`config.mk`:
```
export PLATFORM = sky130hd
export DESIGN_NAME = yfc_sat
export DESIGN_NICKNAME = d
export VERILOG_FILES = /design/src/hw/rtl/yfc_sat.sv
export SDC_FILE = /design/constraint.sdc
export NUM_CORES = 1
export LEC_CHECK = 0
export ABC_AREA = 0
export BUFFER_PORTS_ARGS = -buffer_cell sky130_fd_sc_hd__buf_2
export CELL_PAD_IN_SITES_DETAIL_PLACEMENT = 1
export CELL_PAD_IN_SITES_GLOBAL_PLACEMENT = 2
export CORE_MARGIN = 2
export CORE_UTILIZATION = 27
export DETAILED_ROUTE_END_ITERATION = 6
export HOLD_SLACK_MARGIN = 0.06
export PLACE_DENSITY = 0.85
export SETUP_SLACK_MARGIN = 0.4
export SLEW_MARGIN = 20
export SYNTH_ARGS = -nofsm -noshare
export SYNTH_HDL_FRONTEND = slang
export SYNTH_SLANG_ARGS = --single-unit
```
`constraint.sdc`:
```
create_clock -name i_clk -period 3.79 [get_ports i_clk]
set_input_delay 0.1895 -clock i_clk [delete_from_list [all_inputs] [get_ports i_clk]]
set_output_delay 0.1895 -clock i_clk [all_outputs]
set_load 0.01 [all_outputs]
```
`src/hw/rtl/yfc_sat.sv`:
```
`timescale 1ns / 1ps

// Stage 4: add the floored current term, clamp once, hold the result.
module yfc_sat #(
    parameter int VALUE_WIDTH = 32,
    parameter int FRAC_BITS   = 16
) (
    input  logic                          i_clk,
    input  logic                          i_rst_n,
    input  logic                          i_adv,
    input  logic                          i_valid,
    input  logic signed [VALUE_WIDTH+2:0] i_dsum,
    input  logic signed [2*VALUE_WIDTH:0] i_full,
    output logic                          o_valid,
    output logic signed [VALUE_WIDTH-1:0] o_value,
    output logic                          o_saturated
);
    localparam int FW = 2 * VALUE_WIDTH + 1;
    localparam int AW = FW + 1;

    logic signed [FW-1:0] cur;
    logic signed [AW-1:0] acc;
    logic                 ovf;

    logic                          r_valid;
    logic signed [VALUE_WIDTH-1:0] r_value, n_value;
    logic                          r_sat, n_sat;

    always_comb begin
        cur = i_full >>> FRAC_BITS;
        acc = AW'(cur) + AW'(i_dsum);
        // in range only if every bit from the sign down to bit W-1 agrees
        ovf = !((&acc[AW-1:VALUE_WIDTH-1]) || !(|acc[AW-1:VALUE_WIDTH-1]));
        n_sat = ovf;
        if (!ovf) begin
            n_value = acc[VALUE_WIDTH-1:0];
        end else if (acc[AW-1]) begin
            n_value = {1'b1, {(VALUE_WIDTH-1){1'b0}}};
        end else begin
            n_value = {1'b0, {(VALUE_WIDTH-1){1'b1}}};
        end
    end

    always_ff @(posedge i_clk) begin
        if (!i_rst_n) begin
            r_valid <= 1'b0;
        end else if (i_adv) begin
            r_valid <= i_valid;
        end
    end

    always_ff @(posedge i_clk) begin
        if (i_adv) begin
            r_value <= n_value;
            r_sat   <= n_sat;
        end
    end

    assign o_valid     = r_valid;
    assign o_value     = r_value;
    assign o_saturated = r_sat;
endmodule

```
==> impl_metrics.csv <==
group,metric,value,unit
timing,clock_skew,0,ns
floorplanning,die-height,132.5,um
power,power_density,315.5,nW/um2
synthesis,synth_top_area_cell,"edfxtp_1",
timing,rsz0062_at_grt,"true",
synthesis,synth_enable_flop_cells,33,
synthesis,yosys_warnings,0,
grt,antenna_found_initial,0,
timing,maxSlewHeadroom,48.77,%
detailed_routing,wl_per_cell,16.90,um
place,port_buffers,121,
timing,worst_slew_pin_slew,0.7685,ns
synthesis,synth_cell_type_count,62,
outcome,status,"finished, final reports clean",
timing,fin_setup_tns,0,ns
power,p_leak,2.444,nW
floorplanning,pin_count,138,
worst_setup_path,critPathTopFamily,"simple AND/OR/NAND/NOR gates",
cells_and_area,fill_cells,1965,
cells_and_area,multi_input_area,3647,um2
synthesis,avgSynthCellArea,8.125,um2
cells_and_area,num_antenna_cells,0,
grt,overflow,0,
hold_path,holdCritPathClass,"input pin to flip-flop",
timing,fin_crit,3.425,ns
synthesis,synth_top_flop_cell,"edfxtp_1",
synthesis,syn_nets,703,
cells_and_area,drive_gt1_share,36.68,%
clock_tree,cts_root_buf,"clkbuf_16",
detailed_routing,firstDrtPassIters,4,
clock_tree,numCtsBuffers,5,
timing,slew_violations,0,
worst_setup_path,cpMaxStageDelayCell,"ha_1",
synthesis,ys_ff_latch,34,
cells_and_area,area_growth,37.78,%
clock_tree,ctsHtreeMaxLevel,2,
detailed_routing,viasPerCell,5.139,
synthesis,ys_async_sr_fraction,0,%
floorplanning,start_util,27.88,%
place,dp_hpwl,12310,um
worst_setup_path,cp_cell_sequence,"buf_2 > ha_1 > a21oi_2 > o21ai_0 > a22oi_2 > nand3_2 > o311ai_4 > mux2i_2 > nand3_1 > nor4_2 > nand4_1 > nor4_4 > or2_4 > clkbuf_16 > mux2i_1",
grt,grt_pass1_wl,24150,um
timing,post-route-period-util,90.36,%
run,cap_violations,0,
timing,setup_viol,0,
clock_tree,tritoncts,"built",
worst_setup_path,crit_path_end_kind,"flip-flop",
grt,grt.total_usage,16.49,%
cells_and_area,fin_nets,851,
worst_setup_path,cp-start-kind,"input pin",
floorplanning,core.rowCount,46,
power,ir_drop,239.3,uV
detailed_routing,dr_total_vias,4697,
floorplanning,fp.dieW,132.5,um
worst_setup_path,crit_fanout,8,
power,p_sw,0.7049,mW
grt,first_global_vias,4856,
floorplanning,die_area,17560,um2
power,combPwrFrac,47.4,%
synthesis,synthTopCellsByArea,"edfxtp_1 (22%), ha_1 (14%), a21oi_1 (7.1%)",
power,seq_power_share,24.9,%
synthesis,yosysSeqAreaShare,22.66,%
timing,max_freq,0.2920,GHz
clock_tree,cts.reportedPaths.clkPinSlew,0.06,ns
timing,hold-worst-slack,0.1316,ns
synthesis,synthesis.area,4461,um2
place,gp_congestion,0.8659,
detailed_routing,drcViolationCount,0,
grt,grt_max_degree,35,
cells_and_area,fin_area,6146,um2
synthesis,yosys.area.top_type_share,22.22,%
place,post_dp_cell_area,5475,um2
clock_tree,cts_buffer_depth,2,
detailed_routing,wl,15450,um
detailed_routing,route.antenna.remaining_nets,0,
clock_tree,clkSinkCount,34,
worst_setup_path,path_class,"input pin to flip-flop",
detailed_routing,drtIter0Drc,203,
timing,hold_violations,0,
worst_setup_path,worst_ep_arrival_time,3.55,ns
floorplanning,core_region_area,16000,um2
power,pwr-share-clk,27.7,%
cells_and_area,register_area,1011,um2
synthesis,syn_inst,549,
worst_setup_path,crit_buf_inv,2,
clock_tree,clock_latency,0.28,ns
power,intPower,1.234,mW
worst_setup_path,cp.required,3.91,ns
power,p_sw_share,36.36,%
worst_setup_path,cp_slowest_stage_delay,0.36,ns
## stage by stage
| stage | worst slack (ns) | power (mW) | cells | utilization (%) |
|---|---|---|---|---|
| final | 0.3654 | 1.939 | 914 | 38.41 |
| after global routing | 0.2185 | 2.049 | 914 | 38.41 |
| after floorplan | 0.4252 | 1.007 | 549 | - |
| after detailed placement | -0.1546 | 1.306 | 893 | 34.22 |
| after CTS | 0.3623 | 1.866 | 906 | 36.36 |
| after global placement | -0.005286 | 1.283 | 893 | 34.22 |
## logic make-up (layout without fill, tap and decap cells)
| group | Yosys count | in the layout | share of synthesized area, % |
|---|---|---|---|
| compound gates | 202 | 202 | 28.72 |
| simple gates | 165 | 165 | 17.33 |
| fa+ha+maj | 50 | 50 | 14.19 |
| xor+xnor | 46 | 46 | 9.201 |
| flops | 34 | 34 | 22.66 |
| buf+inv | 33 | 182 | 3.618 |
| mux | 19 | 19 | 4.264 |
## sequential cells by signal, indices dropped and copies added (netlist names)
signal / count
o_valid: 1
o_value: 32
o_saturated: 1
## cell usage in the layout, fill, tap and decap left out, drive strengths merged, types with 14 or more instances in the layout
cell type  instances
a21oi             64
edfxtp            33
mux2i             19
nand2             56
buf              159
xor2              14
nand4             14
ha                49
xnor2             32
o21ai             77
nor2              46
## what timing repair did
action,CTS,global route
resized for setup,19,65
pin swaps,6,12
setup endpoints to repair,32,32
cloned,1,1
buffers inserted,4,7
hold buffers,0,0
## area by class of cell
cell class	instances	share of cell area, %
Clock buffer	5	2.036
Clock inverter	3	1.120
Inverter	13	0.7940
Multi-Input combinational cell	482	59.34
Sequential cell	34	16.45
Tap cell	216	4.397
Timing Repair Buffer	161	15.86
## Yosys cell counts (2+ instances only)
cell type / number
or2_2: 2
ha_1: 49
buf_4: 2
nor3_1: 9
and3_1: 4
a211oi_1: 6
o2111ai_1: 4
and2_1: 7
o21ai_1: 19
nor4_1: 4
a21boi_1: 2
edfxtp_1: 33
o21ai_2: 3
a21o_1: 11
nand2_1: 56
o21bai_1: 5
o21ai_0: 55
nor2b_1: 2
nand2b_1: 4
nand4_1: 14
a21oi_1: 63
nor2_1: 46
mux2i_1: 19
clkbuf_1: 11
xor2_1: 14
buf_2: 5
xnor2_1: 31
a31oi_2: 3
nand3_1: 9
a31oi_1: 3
o211ai_1: 4
o21a_1: 5
or3_1: 4
inv_1: 13
## power groups by stage
stage	combinational, mW	clock (mW)	sequential (mW)
final	0.919	0.536	0.483
after global routing	1.00	0.558	0.487
after CTS	0.841	0.542	0.484
after detailed placement	0.814	0	0.491
after global placement	0.792	0	0.491
after floorplan	0.496	0	0.511
## metal layers
layer / part of all wire (%) / wire (um) / vias up / global-route usage [%]
met3: 3.1 / 479 / 16 / 1.494
met1: 49 / 7605 / 2233 / 22.96
met4: 1.3 / 208 / 0 / 3.465
met2: 46 / 7153 / 97 / 27.78
met5: 0 / 0 / - / 0
li1: - / - / 2351 / -
## worst paths after layout
| kind | start | to | slack (ns) | cells past startpoint |
|---|---|---|---|---|
| worst max-delay path | i_dsum[7] | o_value[30] | 0.37 | 15 |
| worst min-delay path | i_rst_n | o_valid | 0.13 | 2 |
| worst max register to register | o_valid | o_valid | 3.20 | 2 |
| worst min register to register | o_valid | o_valid | 0.52 | 2 |
(Power assumes the default switching activity.)
