`config.mk`:
```
export PLATFORM = sky130hd
export DESIGN_NAME = yfc_combine
export DESIGN_NICKNAME = d
export VERILOG_FILES = /design/src/hw/rtl/yfc_pkg.sv /design/src/hw/rtl/yfc_combine.sv
export SDC_FILE = /design/constraint.sdc
export NUM_CORES = 1
export LEC_CHECK = 0
export CAP_MARGIN = 0
export CORE_MARGIN = 2
export CORE_UTILIZATION = 45
export CTS_CLUSTER_SIZE = 30
export DETAILED_ROUTE_END_ITERATION = 12
export DONT_BUFFER_PORTS = 1
export PLACE_DENSITY = 0.71
export REMOVE_ABC_BUFFERS = 1
export SLEW_MARGIN = 20
export SYNTH_ARGS = -nofsm -noshare
export SYNTH_HDL_FRONTEND = slang
export SYNTH_SLANG_ARGS = --single-unit
export TNS_END_PERCENT = 1
```
`constraint.sdc`:
```
create_clock -name i_clk -period 3.2 [get_ports i_clk]
set_input_delay 0.32 -clock i_clk [delete_from_list [all_inputs] [get_ports i_clk]]
set_output_delay 0.32 -clock i_clk [all_outputs]
set_load 0.01 [all_outputs]
```
`src/hw/rtl/yfc_pkg.sv`:
```
`timescale 1ns / 1ps

package yfc_pkg;

    localparam int COEF_BITS = 16;
    localparam int CFG_IDX_W = 3;
    localparam int DIM_W     = 2;

    // configuration register map
    typedef enum logic [CFG_IDX_W-1:0] {
        REG_COEF_X       = 3'd0,
        REG_COEF_Y       = 3'd1,
        REG_COEF_Z       = 3'd2,
        REG_CURRENT_COEF = 3'd3,
        REG_DIM          = 3'd4
    } t_reg_idx;

    // component select; codes 6 and 7 pass old_value through
    typedef enum logic [2:0] {
        REQ_BX = 3'd0,
        REQ_BY = 3'd1,
        REQ_BZ = 3'd2,
        REQ_EX = 3'd3,
        REQ_EY = 3'd4,
        REQ_EZ = 3'd5
    } t_req_type;

    typedef enum logic [1:0] {
        AXIS_X = 2'd0,
        AXIS_Y = 2'd1,
        AXIS_Z = 2'd2
    } t_axis;

    typedef struct packed {
        logic [COEF_BITS-1:0] coef_x;
        logic [COEF_BITS-1:0] coef_y;
        logic [COEF_BITS-1:0] coef_z;
        logic [DIM_W-1:0]     dim;
    } t_axis_cfg;

    function automatic logic [COEF_BITS-1:0] axis_coef(t_axis axis, t_axis_cfg cfg);
        logic [COEF_BITS-1:0] c;
        case (axis)
            AXIS_X:  c = cfg.coef_x;
            AXIS_Y:  c = cfg.coef_y;
            default: c = cfg.coef_z;
        endcase
        return c;
    endfunction

endpackage

```
`src/hw/rtl/yfc_combine.sv`:
```
`timescale 1ns / 1ps

// Stage 3: floor the difference terms, sum them with the old value,
// and join the two current half products.
module yfc_combine #(
    parameter int VALUE_WIDTH = 32
) (
    input  logic                                               i_clk,
    input  logic                                               i_rst_n,
    input  logic                                               i_adv,
    input  logic                                               i_valid,
    input  logic signed [VALUE_WIDTH+yfc_pkg::COEF_BITS+1:0]   i_p1,
    input  logic signed [VALUE_WIDTH+yfc_pkg::COEF_BITS+1:0]   i_p2,
    input  logic signed [VALUE_WIDTH+VALUE_WIDTH/2:0]          i_pl,
    input  logic signed [2*VALUE_WIDTH-VALUE_WIDTH/2-1:0]      i_ph,
    input  logic signed [VALUE_WIDTH-1:0]                      i_old,
    output logic                                               o_valid,
    output logic signed [VALUE_WIDTH+2:0]                      o_dsum,
    output logic signed [2*VALUE_WIDTH:0]                      o_full
);
    import yfc_pkg::*;

    localparam int D  = VALUE_WIDTH + 1;
    localparam int P  = D + COEF_BITS + 1;
    localparam int TW = P - COEF_BITS;
    localparam int SW = VALUE_WIDTH + 3;
    localparam int L  = VALUE_WIDTH / 2;
    localparam int FW = 2 * VALUE_WIDTH + 1;

    logic signed [TW-1:0] t1;
    logic signed [TW-1:0] t2;
    logic signed [FW-1:0] ph_shift;

    logic                 r_valid;
    logic signed [SW-1:0] r_dsum, n_dsum;
    logic signed [FW-1:0] r_full, n_full;

    always_comb begin
        // dropping the low bits of a signed value is a floor shift
        t1       = i_p1[P-1:COEF_BITS];
        t2       = i_p2[P-1:COEF_BITS];
        n_dsum   = SW'(i_old) + SW'(t1) - SW'(t2);
        ph_shift = FW'(i_ph) <<< L;
        n_full   = ph_shift + FW'(i_pl);
    end

    always_ff @(posedge i_clk) begin
        if (!i_rst_n) begin
            r_valid <= 1'b0;
        end else if (i_adv) begin
            r_valid <= i_valid;
        end
    end

    always_ff @(posedge i_clk) begin
        if (i_adv) begin
            r_dsum <= n_dsum;
            r_full <= n_full;
        end
    end

    assign o_valid = r_valid;
    assign o_dsum  = r_dsum;
    assign o_full  = r_full;
endmodule

```
==> metrics.cfg <==
[status]
status=finished clean

[worst_setup_path]
crit_path_start_kind=input port
critPathMaxStageDelay_ns=0.57
crit-reg2reg-capture=o_valid
timing.critical_path.fanout_max=3
crit_start=i_p1[17]
timing.rr.start=o_valid
arrival_ns=3.14
crit_required_ns=3.31
sequence_of_cells_on_the_critical_path=inv_1 -> fa_1 -> inv_1 -> ha_1 -> a211oi_2 -> nor4_1 -> or4b_4 -> a31o_1 -> o21ai_2 -> nor3_1 -> a221oi_2 -> xnor2_1
worst-r2r-cell-count=2
critical-path-top-cell-by-count=sky130_fd_sc_hd__inv_1
endpoint_class_of_the_critical_path=flip-flop
slowest_stage=sky130_fd_sc_hd__or4b_4
reg2reg_setup_slack_ns=2.56
critPathKind=in -> reg
critical_path.endpoint=o_dsum[31]

[cts]
cts_bufs_inserted=9
cts_sinks=101
path_clk_slew_ns=0.08
cts_setup_buffers=0
clkLatencyLatePin_ns=0.35
cts_tree=done
cts_max_path_buffers=2
cts.htree.levels=3
clock_root_buffer=sky130_fd_sc_hd__clkbuf_16

[global_route]
grt_antenna_before_repair=1
grt_start_max_net_pins=102
number_of_global_route_vias_before_repair=6801
global_route_wire_length_before_repair_mm=34.2
overflow_left_after_global_routing=0
gr-usage-all-layers_pct=20.0

[timing]
final_max_slew_viol_count=0
post-route-period-util_pct=94.7
period_minus_slack_ns=3.03
timing.final.hold_violations=0
slew_at_the_pin_closest_to_its_max_slew_limit_ns=0.497
rsz_0062_raised_after_global_routing=no
finClkSkew_ns=0
timing.hold.ws_ns=0.0548
achievable_frequency_mhz=330
timing.final.setup_violations=0
slew_headroom_pct=66.5

[finish]
most-common-layout-cells=sky130_fd_sc_hd__inv_1 (152), sky130_fd_sc_hd__edfxtp_1 (100), sky130_fd_sc_hd__a21oi_1 (89)
design.final.nets=1312
register_area_um2=3020
area_growth_syn_to_layout_pct=7.85
filler_cell_count=1854
final_layout_size_suffix_gt1_share_pct=6.11
mostFrequentLayoutCell=sky130_fd_sc_hd__inv_1
multi_input_area_um2=5240

[place]
detailed_placement_hpwl_mm=17.3
place.gp.congestion=0.884
place.port_buffers=0

[synth]
syn-cell-area_um2=8940
synth_top_area_cell=sky130_fd_sc_hd__edfxtp_1
yosysWarnings=0
synth-compound-area-share_pct=19.7
adder_cell_fraction_of_synth_area_pct=19.5
synth-xor-area-share_pct=7.05
synthMuxAreaShare_pct=0.462
ys.flop_type=sky130_fd_sc_hd__edfxtp_1
synth_async_sr_flop_share_pct=0
ys_ff_latch=101
syn_inst=959
yosys.area_share.simple_pct=11.9
syn_avg_cell_area_um2=9.32
synth.top_cell.area_share_pct=33.6
netlist_top_cells_area=sky130_fd_sc_hd__edfxtp_1 (34%), sky130_fd_sc_hd__ha_1 (12%), sky130_fd_sc_hd__fa_1 (7.8%)
synth_top_family_by_area=compound AO/OA/AOI/OAI gates
synth_enable_flop_cells=100
synthDistinctLibCells=70
synth.yosys.seq_area_share_pct=33.8

[drt]
wl_per_cell_um=17.4
drc_errors=0
drt_pass1_iterations=5
drt_wl_total_mm=21.4
vias=6954
drt_iter0_markers=386
ant_nets=0
detail_route.vias_per_cell=5.64

[min_path]
min-delay-path-class=in -> reg

[die]
fp.dieH_um=145
fp.dieW_um=145
placement_rows=51
effective_utilization_at_floorplan_pct=45.9
top_level_ports=334
core_um2=19500
die_area_um2=21000

[power]
ir_drop_mv=0.244
pwr_density_cell_nw_per_um2=524
power.total_uw=5060
p_leak_uw=0.00432

[run]
max-cap-violations=0

[layer usage]
layer / global-route usage, % / wire length (um) / up-vias
met5: 0 / 0 / -
met4: 7.18 / 651 / 0
met3: 5.44 / 1470 / 34
met2: 34.1 / 10200 / 287
met1: 24.2 / 9030 / 3238
li1: - / - / 3395
[how the worst min path moves through the flow]
stage	startpoint	to	cells past startpoint	slack (ns)
4_1_cts	i_pl[9]	o_full[9]	0	0.04
5_1_grt	i_pl[9]	o_full[9]	0	0.04
6_report	i_pl[4]	o_full[4]	0	0.05
2_1_floorplan	i_pl[0]	o_full[0]	0	0.42
3_3_place_gp	i_pl[14]	o_full[14]	0	0.42
3_5_place_dp	i_pl[1]	o_full[1]	0	0.42
[state kept, by name, summed over array words and instances, names as in the netlist]
register  count
o_valid       1
o_full       65
o_dsum       35
[power by group]
part           total [uW]  switching (uW)  internal [uW]  leakage, uW
Clock                1220             506            711     0.000160
Sequential           2110             271           1840     0.000987
Combinational        1730             975            756      0.00318
[cell type report]
cell class	count	area share [%]
inverters	152	5.92
multi-input cells	677	54.3
clock buffers	11	2.52
flip-flops and latches	101	31.4
repair buffers	20	1.56
well taps	265	3.44
clock inverters	5	0.857
diodes	1	0.0260
[kinds of logic after synthesis]
kind of cell               count (synthesis)
AOI/OAI and AO/OA                        269
xor gates and xnor gates                  72
and+or+nand+nor                          214
DFF                                      101
adders and majority gates                118
muxes                                      4
buffers and inverters                    181
[critical path, delay by kind of cell]
kind,cells,cell delay (ns)
AO/OA/AOI/OAI,4,0.97
XOR/XNOR,1,0.09
adder cells (fa/ha/maj),2,0.84
buffers and inverters,2,0.10
AND/OR/NAND/NOR,3,0.80
[cells in the mapped netlist, drive strengths merged (2+ instances only)]
library cell and number:
inv 152, edfxtp 100, a21oi 91, ha 83
nand2 67, o21ai 52, a21o 46, nor2 45
xnor2 43, fa 35, xor2 29, clkbuf 25
nand4 22, nand3 19, nor3 15, a31oi 14
o21bai 13, and3 9, a211oi 8, o21a 7
nor2b 6, a221oi 5, and4 5, nand2b 5
nor4 5, o31ai 5, or2 5, buf 4
o2111ai 4, o211ai 4, and2 3, mux2i 3
nor3b 3, a21boi 2, a221o 2, a311oi 2
a31o 2, o311ai 2
[timing repair]
action	CTS	global route
resized for setup	0	1
hold buffers	0	0
endpoints found under the setup margin	0	1
[through the flow]
step	util, %	setup WS, ns	instances	area (um2)	TNS [ns]
final	49.5	0.168	1232	9640	0
after global routing	49.5	0.0224	1232	9640	0
after CTS	49.5	0.138	1231	9630	0
after detailed placement	47.8	-0.246	1215	9310	-1.19
after global placement	47.8	-0.173	1215	9310	-0.900
after floorplan	-	0.0789	930	8820	0
No activity file was read; power rests on OpenSTA's default activity.
