**src/hw/rtl/yfc_pkg.sv**
```systemverilog
`timescale 1ns / 1ps

package yfc_pkg;

    localparam int COEF_BITS = 16;
    localparam int CFG_IDX_W = 3;
    localparam int DIM_W     = 2;

    // configuration register map
    typedef enum logic [CFG_IDX_W-1:0] {
        REG_COEF_X       = 3'd0,
        REG_COEF_Y       = 3'd1,
        REG_COEF_Z       = 3'd2,
        REG_CURRENT_COEF = 3'd3,
        REG_DIM          = 3'd4
    } t_reg_idx;

    // component select; codes 6 and 7 pass old_value through
    typedef enum logic [2:0] {
        REQ_BX = 3'd0,
        REQ_BY = 3'd1,
        REQ_BZ = 3'd2,
        REQ_EX = 3'd3,
        REQ_EY = 3'd4,
        REQ_EZ = 3'd5
    } t_req_type;

    typedef enum logic [1:0] {
        AXIS_X = 2'd0,
        AXIS_Y = 2'd1,
        AXIS_Z = 2'd2
    } t_axis;

    typedef struct packed {
        logic [COEF_BITS-1:0] coef_x;
        logic [COEF_BITS-1:0] coef_y;
        logic [COEF_BITS-1:0] coef_z;
        logic [DIM_W-1:0]     dim;
    } t_axis_cfg;

    function automatic logic [COEF_BITS-1:0] axis_coef(t_axis axis, t_axis_cfg cfg);
        logic [COEF_BITS-1:0] c;
        case (axis)
            AXIS_X:  c = cfg.coef_x;
            AXIS_Y:  c = cfg.coef_y;
            default: c = cfg.coef_z;
        endcase
        return c;
    endfunction

endpackage

```
**src/hw/rtl/yfc_select.sv**
```systemverilog
`timescale 1ns / 1ps

// Stage 1: decode component, form signed differences, pick coefficients.
module yfc_select #(
    parameter int VALUE_WIDTH = 32
) (
    input  logic                                   i_clk,
    input  logic                                   i_rst_n,
    input  logic                                   i_adv,
    input  logic                                   i_valid,
    input  logic [2:0]                             i_req_type,
    input  logic signed [VALUE_WIDTH-1:0]          i_old,
    input  logic signed [VALUE_WIDTH-1:0]          i_first_here,
    input  logic signed [VALUE_WIDTH-1:0]          i_first_other,
    input  logic signed [VALUE_WIDTH-1:0]          i_second_here,
    input  logic signed [VALUE_WIDTH-1:0]          i_second_other,
    input  logic signed [VALUE_WIDTH-1:0]          i_current_density,
    input  yfc_pkg::t_axis_cfg                     i_cfg,
    input  logic signed [VALUE_WIDTH-1:0]          i_current_coef,
    output logic                                   o_valid,
    output logic signed [VALUE_WIDTH:0]            o_d1,
    output logic signed [VALUE_WIDTH:0]            o_d2,
    output logic [yfc_pkg::COEF_BITS-1:0]          o_c1,
    output logic [yfc_pkg::COEF_BITS-1:0]          o_c2,
    output logic signed [VALUE_WIDTH-1:0]          o_cc,
    output logic signed [VALUE_WIDTH-1:0]          o_cd,
    output logic signed [VALUE_WIDTH-1:0]          o_old
);
    import yfc_pkg::*;

    localparam int D = VALUE_WIDTH + 1;

    logic                  known;
    logic                  is_b;
    t_axis                 a1;
    t_axis                 a2;
    logic signed [D-1:0]   raw1;
    logic signed [D-1:0]   raw2;
    logic [COEF_BITS-1:0]  sel1;
    logic [COEF_BITS-1:0]  sel2;

    logic                  r_valid;
    logic signed [D-1:0]   r_d1, n_d1;
    logic signed [D-1:0]   r_d2, n_d2;
    logic [COEF_BITS-1:0]  r_c1, n_c1;
    logic [COEF_BITS-1:0]  r_c2, n_c2;
    logic signed [VALUE_WIDTH-1:0] r_cc, n_cc;
    logic signed [VALUE_WIDTH-1:0] r_cd;
    logic signed [VALUE_WIDTH-1:0] r_old;

    always_comb begin
        known = 1'b1;
        is_b  = 1'b0;
        a1    = AXIS_X;
        a2    = AXIS_X;
        case (t_req_type'(i_req_type))
            REQ_BX: begin is_b = 1'b1; a1 = AXIS_Z; a2 = AXIS_Y; end
            REQ_BY: begin is_b = 1'b1; a1 = AXIS_X; a2 = AXIS_Z; end
            REQ_BZ: begin is_b = 1'b1; a1 = AXIS_Y; a2 = AXIS_X; end
            REQ_EX: begin a1 = AXIS_Y; a2 = AXIS_Z; end
            REQ_EY: begin a1 = AXIS_Z; a2 = AXIS_X; end
            REQ_EZ: begin a1 = AXIS_X; a2 = AXIS_Y; end
            default: begin known = 1'b0; end
        endcase
    end

    always_comb begin
        raw1 = D'(i_first_here) - D'(i_first_other);
        raw2 = D'(i_second_here) - D'(i_second_other);
        // E differences run other minus here
        n_d1 = is_b ? raw1 : -raw1;
        n_d2 = is_b ? raw2 : -raw2;

        sel1 = axis_coef(a1, i_cfg);
        sel2 = axis_coef(a2, i_cfg);
        if (is_b) begin
            sel1 = sel1 >> 1;
            sel2 = sel2 >> 1;
        end
        // a zero coefficient drops the term (absent axis or unused code)
        n_c1 = (known && (a1 < i_cfg.dim)) ? sel1 : '0;
        n_c2 = (known && (a2 < i_cfg.dim)) ? sel2 : '0;
        n_cc = (known && !is_b) ? i_current_coef : '0;
    end

    always_ff @(posedge i_clk) begin
        if (!i_rst_n) begin
            r_valid <= 1'b0;
        end else if (i_adv) begin
            r_valid <= i_valid;
        end
    end

    always_ff @(posedge i_clk) begin
        if (i_adv) begin
            r_d1  <= n_d1;
            r_d2  <= n_d2;
            r_c1  <= n_c1;
            r_c2  <= n_c2;
            r_cc  <= n_cc;
            r_cd  <= i_current_density;
            r_old <= i_old;
        end
    end

    assign o_valid = r_valid;
    assign o_d1    = r_d1;
    assign o_d2    = r_d2;
    assign o_c1    = r_c1;
    assign o_c2    = r_c2;
    assign o_cc    = r_cc;
    assign o_cd    = r_cd;
    assign o_old   = r_old;
endmodule

```
**config.mk**
```make
export PLATFORM = sky130hd
export DESIGN_NAME = yfc_select
export DESIGN_NICKNAME = d
export VERILOG_FILES = /design/src/hw/rtl/yfc_pkg.sv /design/src/hw/rtl/yfc_select.sv
export SDC_FILE = /design/constraint.sdc
export NUM_CORES = 1
export LEC_CHECK = 0
export ABC_AREA = 1
export BUFFER_PORTS_ARGS = -buffer_cell sky130_fd_sc_hd__clkbuf_2
export CORE_ASPECT_RATIO = 0.7
export CORE_MARGIN = 1.5
export CORE_UTILIZATION = 46
export DETAILED_ROUTE_END_ITERATION = 16
export PLACE_DENSITY = 0.73
export SYNTH_ARGS = -nofsm -noshare
export SYNTH_HDL_FRONTEND = slang
export SYNTH_SLANG_ARGS = --single-unit
```
**constraint.sdc**
```tcl
create_clock -name i_clk -period 3.25 [get_ports i_clk]
set_input_delay 0.4875 -clock i_clk [delete_from_list [all_inputs] [get_ports i_clk]]
set_output_delay 0.4875 -clock i_clk [all_outputs]
set_load 0.005 [all_outputs]
```
==> qor.yml <==
worst_setup_path:
  rrSetupSlack_ns: 2.60
  cp_data_arrival_time_ns: 3.02
  start_kind: "primary input"
  worstSetupPathType: "in -> reg"
  crit_start: "i_first_here[0]"
  critPathCaptureType: "register"
  cp_max_fo: 5
  reg2reg_depth: 2
  required_ns: 3.45
  timing.rr.end: "o_valid"
  reg2reg_from: "o_valid"
logic_synthesis:
  synth.most_common_cell: "nand2_1"
  synth_seq_area_share_pct: 39.6
  ys_ff_latch: 195
  synth_top_area_cell: "edfxtp_1"
  synth_commonest_cells: "767 x nand2_1, 403 x inv_1, 221 x nor2_1, 194 x edfxtp_1, 168 x nand3_1"
  synthesis.nets: 2488
  syn_avg_cell_area_um2: 6.92
  synth_warnings: 0
  ys.flop_type: "edfxtp_1"
  netlist.area_leader.share_pct: 39.5
  synth_area_um2: 14800
  synth.distinct_cells: 41
  syn_inst: 2135
  async_reset_ff_share_pct: 0
  synth.top_cells.by_area: "edfxtp_1 39%, nand2_1 19%, inv_1 10%"
  synth-edff-count: 194
place:
  portBuffers: 475
  dp_slack_ns: 0.0128
  routabilityCongestion: 0.967
  hpwlAfterDp_um: 41500
global_route:
  grt.busiest_layer: "met1"
  antenna_found_initial: 1
  gr-total-overflow: 0
  grt_pass1_wl_um: 75800
  grt_max_degree: 81
  grt_util_met2_pct: 44.2
  first_global_vias: 13579
  gr-usage-met1_pct: 44.8
  gr-usage-met3_pct: 5.67
  grt_usage_pct: 29.6
floorplanning:
  ios: 476
  die_w_um: 217
  fp.coreArea_um2: 31400
  die_h_um: 153
  die_area_um2: 33200
  rows: 54
  initial_core_util_pct: 47.1
power_and_ir_drop:
  pwr_density_cell_nw_per_um2: 431
  p_leak_nw: 10.3
  vdd_drop_max_v: 0.000323
sta:
  worst_slack_ns: 0.432
  tns_ns: 0
  period_needed_ns: 2.82
  period_share_pct: 86.7
  hold_viol_final: 0
  drv_slew: 0
  setup_viol: 0
  rsz0062_at_grt: "no"
  fmax_mhz: 355
  worst_pin_slew_ns: 0.663
  slew_headroom_pct: 55.8
  fin_worst_skew_ns: 0
hold_path:
  holdPathEnd: "o_old[11]"
  min_from: "i_old[11]"
  hold_depth: 1
  min_path_type: "in -> reg"
clock_network:
  tritoncts: "yes"
  cts-buffers-inserted: 17
  clk_latency_ns: 0.45
  htree_levels: 4
  postCtsSetupBuffers: 0
  hold_buffers: 0
  cts-root-buf: "clkbuf_16"
  cts.repair.resized: 0
  cts.sinks: 195
  ctsLongestPathBuffers: 2
  path_clk_slew_ns: 0.08
finish:
  nets: 2978
  regArea_um2: 5850
  syn_to_final_growth_pct: 24.5
  multi_input_area_um2: 7280
  diodes: 0
  nFillCells: 3017
  drive_gt1_share_pct: 22.2
  final_util_pct: 58.6
drt:
  viasPerCell: 5.01
  ant_nets: 0
  via_count: 15308
  wire_per_inst_um: 16.4
  wl_um: 50000
  drc: 0
  first_pass_iters: 6
  drtIter0Drc: 1816
flow_run:
  maxCapViolCount: 0
status:
  run_status: "finished clean"
-- power breakdown --
group          leakage [nW]  internal [mW]  switching [mW]
clock network         0.292           1.05            1.13
registers              1.90           3.13           0.111
logic                  8.06          0.896            1.61
total                  10.3           5.08            2.85
-- layer usage --
| metal | part of all wire (%) | routed length (um) | up-vias |
|---|---|---|---|
| met5 | 0.022 | 11 | - |
| met4 | 1.2 | 616 | 2 |
| met3 | 9.5 | 4760 | 54 |
| met2 | 42 | 21100 | 732 |
| met1 | 47 | 23500 | 6823 |
| li1 | - | - | 7697 |
-- registers in the layout (all words and copies together), names as in the netlist --
name	cells
o_c1	16
o_c2	16
o_cc	32
o_cd	32
o_d1	33
o_d2	33
o_old	32
o_valid	1
-- critical path, cell delays in order --
cell and delay (ns):
clkbuf_2 0.08, inv_1 0.07, ha_1 0.14, inv_1 0.05, fa_1 0.40, nand2_1 0.10
inv_1 0.05, nand2_1 0.08, nand2_2 0.07, nand3_1 0.12, nand3_1 0.23, nand2_1 0.12
nand2_1 0.08, nor2_1 0.12, nand3_2 0.14, nor2_4 0.21, nand2_1 0.07, nand2_1 0.17
xor2_1 0.16, inv_1 0.05
-- worst max path at each step --
| stage | cells past startpoint | slack [ns] | endpoint |
|---|---|---|---|
| finish | 20 | 0.43 | o_d1[19] |
| global route | 22 | 0.21 | o_d2[30] |
| CTS | 22 | 0.49 | o_d2[30] |
| detailed placement | 22 | 0.01 | o_d2[30] |
| global placement | 22 | 0.09 | o_d2[30] |
| floorplan | 21 | 0.47 | o_d2[30] |
-- stage by stage --
stage	instances	cell area [um^2]	hold slack (ns)	power (mW)
after floorplan	2135	14800	0.525	4.70
after global routing	3058	18400	0.179	8.35
after CTS	3058	18400	0.181	7.94
final	3058	18400	0.200	7.93
after detailed placement	3026	17800	0.528	5.76
after global placement	3026	17800	0.536	5.72
-- area by class of cell --
cell class                      instances  area share (%)
Clock buffer                           17            2.31
Clock inverter                         15           0.987
Inverter                              414            8.45
Multi-Input combinational cell       1500            39.6
Sequential cell                       195            31.8
Tap cell                              420            2.86
Timing Repair Buffer                  497            14.0
-- logic make-up after synthesis --
kind of cell,count (synthesis),share of synthesized area (%)
AO/OA/AOI/OAI,131,5.10
XOR/XNOR,44,2.61
adder cells (fa/ha/maj),72,6.20
buffers and inverters,440,11.2
flip-flops,195,39.6
AND/OR/NAND/NOR,1253,35.3
-- placed cells by master, fill, tap and decap left out, types with 22 or more instances in the layout --
master    instances
a21oi_1          59
clkbuf_2        474
edfxtp_1        194
ha_1             70
inv_1           403
nand2_1         767
nand2_2          22
nand3_1         168
nor2_1          221
o21ai_0          35
xor2_1           34
No activity file was read; power rests on OpenSTA's default activity.
